==> src/design/sliding_window_median_defines.svh <==
// Assertion macros shared by the sliding window median RTL.
// Expects clk and rst_n in the scope of each use; no other dependencies.
`ifndef SLIDING_WINDOW_MEDIAN_DEFINES_SVH
`define SLIDING_WINDOW_MEDIAN_DEFINES_SVH

// Checked on every edge once out of reset.
`define SWM_ASSERT(lbl, prop, msg) \
    lbl: assert property (@(posedge clk) disable iff (!rst_n) (prop)) else $error(msg);

// Checked on every edge, reset included.
`define SWM_ASSERT_ALWAYS(lbl, prop, msg) \
    lbl: assert property (@(posedge clk) (prop)) else $error(msg);

`endif

==> src/design/swm_ram.sv <==
// Generic single-write, single-read RAM with registered read data.
// No dependencies.
module swm_ram #(
    parameter int WIDTH = 16,
    parameter int DEPTH = 256
) (
    input  logic                     clk,
    input  logic                     we,
    input  logic [$clog2(DEPTH)-1:0] waddr,
    input  logic [WIDTH-1:0]         wdata,
    input  logic [$clog2(DEPTH)-1:0] raddr,
    output logic [WIDTH-1:0]         rdata
);

    logic [WIDTH-1:0] mem [DEPTH];

    always_ff @(posedge clk)
    begin
        if (we)
        begin
            mem[waddr] <= wdata;
        end
        rdata <= mem[raddr];
    end

endmodule

==> config.mk <==
export PLATFORM = sky130hd
export DESIGN_NAME = swm_ram
export DESIGN_NICKNAME = d
export VERILOG_FILES = /design/src/design/sliding_window_median_defines.svh /design/src/design/swm_ram.sv
export SDC_FILE = /design/constraint.sdc
export NUM_CORES = 2
export LEC_CHECK = 0
export BUFFER_PORTS_ARGS = -buffer_cell sky130_fd_sc_hd__clkbuf_2
export CAP_MARGIN = 20
export CELL_PAD_IN_SITES_DETAIL_PLACEMENT = 2
export CELL_PAD_IN_SITES_GLOBAL_PLACEMENT = 2
export CORE_ASPECT_RATIO = 2
export CORE_MARGIN = 2
export CORE_UTILIZATION = 45
export CTS_BUF_LIST = sky130_fd_sc_hd__clkbuf_16
export DETAILED_ROUTE_END_ITERATION = 10
export PLACE_DENSITY = 0.75
export SYNTH_ARGS = -nofsm -noshare
export SYNTH_HDL_FRONTEND = slang
export SYNTH_SLANG_ARGS = --single-unit
==> constraint.sdc <==
create_clock -name clk -period 4.2 [get_ports clk]
set_clock_uncertainty 0.2 [all_clocks]
set_input_delay 0.42 -clock clk [delete_from_list [all_inputs] [get_ports clk]]
set_output_delay 0.42 -clock clk [all_outputs]
set_load 0.02 [all_outputs]
==> qor.tcl, run 1 <==
set qor(yosys_register_bits) 4112
set qor(ys.flop_type) {sky130_fd_sc_hd__edfxtp_1}
set qor(netlist_area_sq_um) 158700
set qor(synth-seq-area-share) 0.7770
set qor(chipWidth_um) 423.9
set qor(dp_hpwl_um) 377300
set qor(outcome) {aborted with a tool error}
set qor(yosysWarningCount) 0
set qor(synth-edff-count) 4096
set qor(start_util) 0.4516
set qor(io_buffers) 49
set qor(post_synth_num_cell_types) 52
set qor(error_line) {[ERROR DPL-0033] detailed placement checks failed during check placement.}
set qor(gp_congestion) 0.9663
set qor(synth_area_per_cell_sq_um) 21.56
set qor(fp.dieH_um) 843.9
set qor(netlist_instances) 7360
set qor(rows) 308
set qor(flow.stopped_at) {3_5_place_dp}
set qor(pin_count) 50
set qor(synthesis.nets) 7394
set qor(proportion_of_register_bits_with_asynchronous_set_or_reset_after_synthesis) 0
[cells by family after synthesis]
group           count (synthesis)  synth area share
flops                        4112            0.7770
buf+inv                       456           0.01693
mux                          1450            0.1550
compound gates                786           0.03537
simple gates                  556           0.01574
[through the flow]
| step | cell area, sq um | setup WS, ns | hold slack, ns |
|---|---|---|---|
| global placement | 168900 | -0.5598 | 0.6748 |
| floorplan | 158700 | 1.415 | 0.3189 |
[cell usage after synthesis, drive strengths merged (6+ instances only)]
| cell | instances | share of area |
|---|---|---|
| edfxtp | 4096 | 0.77 |
| mux4 | 797 | 0.11 |
| mux2i | 565 | 0.036 |
| nor2 | 304 | 0.0072 |
| o221ai | 253 | 0.014 |
| clkbuf | 230 | 0.0054 |
| buf | 222 | 0.011 |
| a21oi | 175 | 0.0055 |
| o22ai | 148 | 0.0058 |
| nor3 | 92 | 0.0029 |
| mux2 | 88 | 0.0062 |
| a22oi | 43 | 0.0020 |
| nand2 | 38 | 0.00090 |
| o21ai | 38 | 0.0012 |
| nand3 | 35 | 0.0011 |
| a22o | 32 | 0.0018 |
| a221oi | 28 | 0.0015 |
| nand4 | 26 | 0.0010 |
| o32ai | 21 | 0.0012 |
| a211oi | 18 | 0.00085 |
| nor4 | 18 | 0.00075 |
| dfxtp | 16 | 0.0020 |
| o31ai | 16 | 0.00076 |
| and3 | 11 | 0.00043 |
| nor2b | 9 | 0.00035 |
| a2111oi | 6 | 0.00033 |
| a31oi | 6 | 0.00024 |
==> inputs of run 2 (changes only) <==
Settings changed: CELL_PAD_IN_SITES_DETAIL_PLACEMENT 2 to unset, CELL_PAD_IN_SITES_GLOBAL_PLACEMENT 2 to unset, CORE_ASPECT_RATIO 2 to unset, CORE_UTILIZATION 45 to 30, CTS_BUF_LIST sky130_fd_sc_hd__clkbuf_16 to unset, PLACE_DENSITY 0.75 to unset, PLACE_DENSITY_LB_ADDON set to 0.15.
==> run 2 against run 1 <==
The flow now finishes without violations. Area after synthesis unchanged. Synthesized cell count unchanged.
==> qor.tcl, run 2 <==
set qor(cts_resized) 0
set qor(dp_hpwl_um) 303500 ;# -20%
set qor(final-hold-violation-count) 0
set qor(registers.top_by_ff_count) {mem}
set qor(chipWidth_um) 731.4 ;# +73%
set qor(max-clock-path-buffers) 4
set qor(worst-r2r-cell-count) 7
set qor(synth_largest_type_area_fraction) 0.7750 ;# unchanged
set qor(netlist_area_sq_um) 158700 ;# unchanged
set qor(fill_cells) 48990
set qor(final_area_sq_um) 186800
set qor(ys.flop_type) {sky130_fd_sc_hd__edfxtp_1}
set qor(synth_top_area_cell) {sky130_fd_sc_hd__edfxtp_1}
set qor(most_area_consuming_cells_after_synthesis) {sky130_fd_sc_hd__edfxtp_1 (77%), sky130_fd_sc_hd__mux4_2 (11%), sky130_fd_sc_hd__mux2i_1 (3.6%)}
set qor(yosysWarningCount) 0 ;# unchanged
set qor(synth-seq-area-share) 0.7770 ;# unchanged
set qor(synth_most_common_cell) {sky130_fd_sc_hd__edfxtp_1}
set qor(io_buffers) 49 ;# unchanged
set qor(grt_first_pass_wirelength_um) 679300
set qor(firstDrtPassIters) 7
set qor(number_of_failing_setup_endpoints_in_the_final_timing_report) 0
set qor(mostFrequentLayoutCell) {sky130_fd_sc_hd__edfxtp_1}
set qor(finish.net_count) 8193
set qor(final_min_period_over_clock_period) 0.8621
set qor(hold_path_end) {mem[56][0]$_DFFE_PP_}
set qor(totalWireLength_um) 494700
set qor(timing_worst_slew_pin_value_ns) 1.327
set qor(drt-vias-per-instance) 5.097
set qor(syn2layout_area_growth_pct) 17.73
set qor(worst_hold_path_type) {in -> reg}
set qor(power.ir.vdd_worst_mv) 0.3981
set qor(most-common-layout-cells) {sky130_fd_sc_hd__edfxtp_1 (4096), sky130_fd_sc_hd__mux4_2 (797), sky130_fd_sc_hd__buf_4 (637)}
set qor(timing.setup.tns_ns) 0
set qor(rows) 267 ;# -13%
set qor(yosys-top-cells-count) {sky130_fd_sc_hd__edfxtp_1 (4096), sky130_fd_sc_hd__mux4_2 (797), sky130_fd_sc_hd__mux2i_1 (565)}
set qor(clock_tree_from_tritoncts) {built}
set qor(worstReg2RegEnd) {rdata[6]$_DFF_P_}
set qor(min_from) {waddr[4]}
set qor(synth-edff-count) 4096 ;# unchanged
set qor(post_synth_num_cell_types) 52 ;# unchanged
set qor(global_route.usage.total) 0.1815
set qor(min_period_ns) 3.621
set qor(multi_input_area_sq_um) 33250
set qor(worstHoldPathCells) 4
set qor(drv_cap) 0
set qor(synth_area_per_cell_sq_um) 21.56 ;# unchanged
set qor(power.leakage_nw) 58.94
set qor(fmaxAchievable_ghz) 0.2762
set qor(drc) 0
set qor(cts_buffers) 453
set qor(r2r_slack_ns) 0.63
set qor(final_hold_slack_ns) 0.1340
set qor(wl_per_cell_um) 31.80
set qor(proportion_of_register_bits_with_asynchronous_set_or_reset_after_synthesis) 0 ;# unchanged
set qor(register_area_sq_um) 123300
set qor(netlist_instances) 7360 ;# unchanged
set qor(pin_count) 50 ;# unchanged
set qor(critPathMaxFanout) 21
set qor(utilization) 0.3540
set qor(numClockSinks) 4112
set qor(start_util) 0.3007 ;# -0.1509
set qor(cts_root_buffer) {sky130_fd_sc_hd__clkbuf_16}
set qor(power_density_over_cell_area_nw_per_um2) 473.0
set qor(pin_count_of_the_biggest_net_entering_global_routing) 115
set qor(fp.coreArea_sq_um) 527800
set qor(clkLatencyLatePin_ns) 1.03
set qor(grt-ovfl-total) 0
set qor(detailroute.via_count) 79300
set qor(biggestRegsByFlops) {mem (4096), rdata (16)}
set qor(setup.worst_path.end_class) {flop}
set qor(startpoint_type) {input pin}
set qor(synthesis.nets) 7394 ;# unchanged
set qor(grt_pass1_vias) 80330
set qor(clk_pin_slew_ns) 0.06
set qor(drive_gt1_frac) 0.2908
set qor(clock_tree.htree_level_count) 5
set qor(antenna_left) 0
set qor(largest_register_ffs) 4096
set qor(antenna_found_initial) 39
set qor(gp_congestion) 0.8397 ;# -13%
set qor(yosys_register_bits) 4112 ;# unchanged
set qor(path_class) {in -> reg}
set qor(worst_slew_margin_rel) 0.1154
set qor(drtIter0Drc) 7699
set qor(placedInstanceArea_sq_um) 172400
set qor(critical_path_arrival_ns) 4.29
set qor(die_area_sq_um) 534900
set qor(crit_required_ns) 4.87
set qor(reg2reg_from) {mem[8][6]$_DFFE_PP_}
set qor(outcome) {complete, no violations}
set qor(grt_setup_unrepaired) {no}
set qor(slew_viol_final) 0
set qor(fp.dieH_um) 731.4 ;# -13%
[run 2: area by class of cell]
class                           count  area share
Timing Repair Buffer              796     0.03889
Antenna cell                       20   0.0002679
Clock inverter                    284     0.01267
Clock buffer                      557     0.06326
Sequential cell                  4112      0.6600
Multi-Input combinational cell   2792      0.1779
Tap cell                         6994     0.04683
Inverter                            4   0.0001473
[run 2: what timing repair did]
action | CTS | global route
hold buffers | 18 | 0
hold endpoints to repair | 1450 | 0
setup buffers | 0 | 0
[run 2: worst max-delay path, stage by stage]
cell and delay [ns]:
sky130_fd_sc_hd__buf_12 0.25, sky130_fd_sc_hd__buf_12 0.25, sky130_fd_sc_hd__buf_12 0.18, sky130_fd_sc_hd__buf_4 0.17, sky130_fd_sc_hd__mux4_2 0.50, sky130_fd_sc_hd__mux2_2 0.31
sky130_fd_sc_hd__a22oi_1 0.59, sky130_fd_sc_hd__buf_4 0.23, sky130_fd_sc_hd__nand2_1 0.07, sky130_fd_sc_hd__o32ai_2 1.06, sky130_fd_sc_hd__nor4_1 0.16
[run 2: metrics by stage]
stage | setup slack (ns) | power (mW) | cells
finish | 0.5790 | 88.37 | 15560
detailed placement | -0.4548 | 51.09 | 14680
global placement | -0.4365 | 51.03 | 14680
floorplan | 1.415 | 48.40 | 7360
global route | 0.6496 | 91.08 | 15540
CTS | 0.6590 | 89.47 | 15540
[run 2: worst max-delay path by stage]
stage,start,to,slack [ns],cells after the start
final,raddr[0],rdata[6]$_DFF_P_,0.58,11
after global routing,raddr[0],rdata[6]$_DFF_P_,0.65,11
after CTS,mem[8][6]$_DFFE_PP_,rdata[6]$_DFF_P_,0.66,7
after detailed placement,raddr[0],rdata[6]$_DFF_P_,-0.45,11
after global placement,raddr[0],rdata[6]$_DFF_P_,-0.44,11
after floorplan,waddr[3],mem[235][0]$_DFFE_PP_,1.42,6
[run 2: cells by family after synthesis]
kind of cell	count (synthesis)	synth area share
AOI/OAI and AO/OA	786	0.03537
and+or+nand+nor	556	0.01574
muxes	1450	0.1550
buffers and inverters	456	0.01693
DFF	4112	0.7770
[run 2: power by group]
group	internal [mW]	switching, mW	total (mW)
combinational	1.63	3.15	4.78
clock	21.7	16.5	38.2
sequential	45.3	0.119	45.4
total	68.6	19.8	88.4
[run 2: per-layer routing]
metal | share of wire | GRT usage | vias up
met5 | 0.00019 | 0 | -
met4 | 0.026 | 0.04413 | 14
met3 | 0.057 | 0.02888 | 584
met2 | 0.47 | 0.2909 | 2373
met1 | 0.45 | 0.2589 | 43350
li1 | - | - | 32980
No activity file was read; power rests on OpenSTA's default activity.
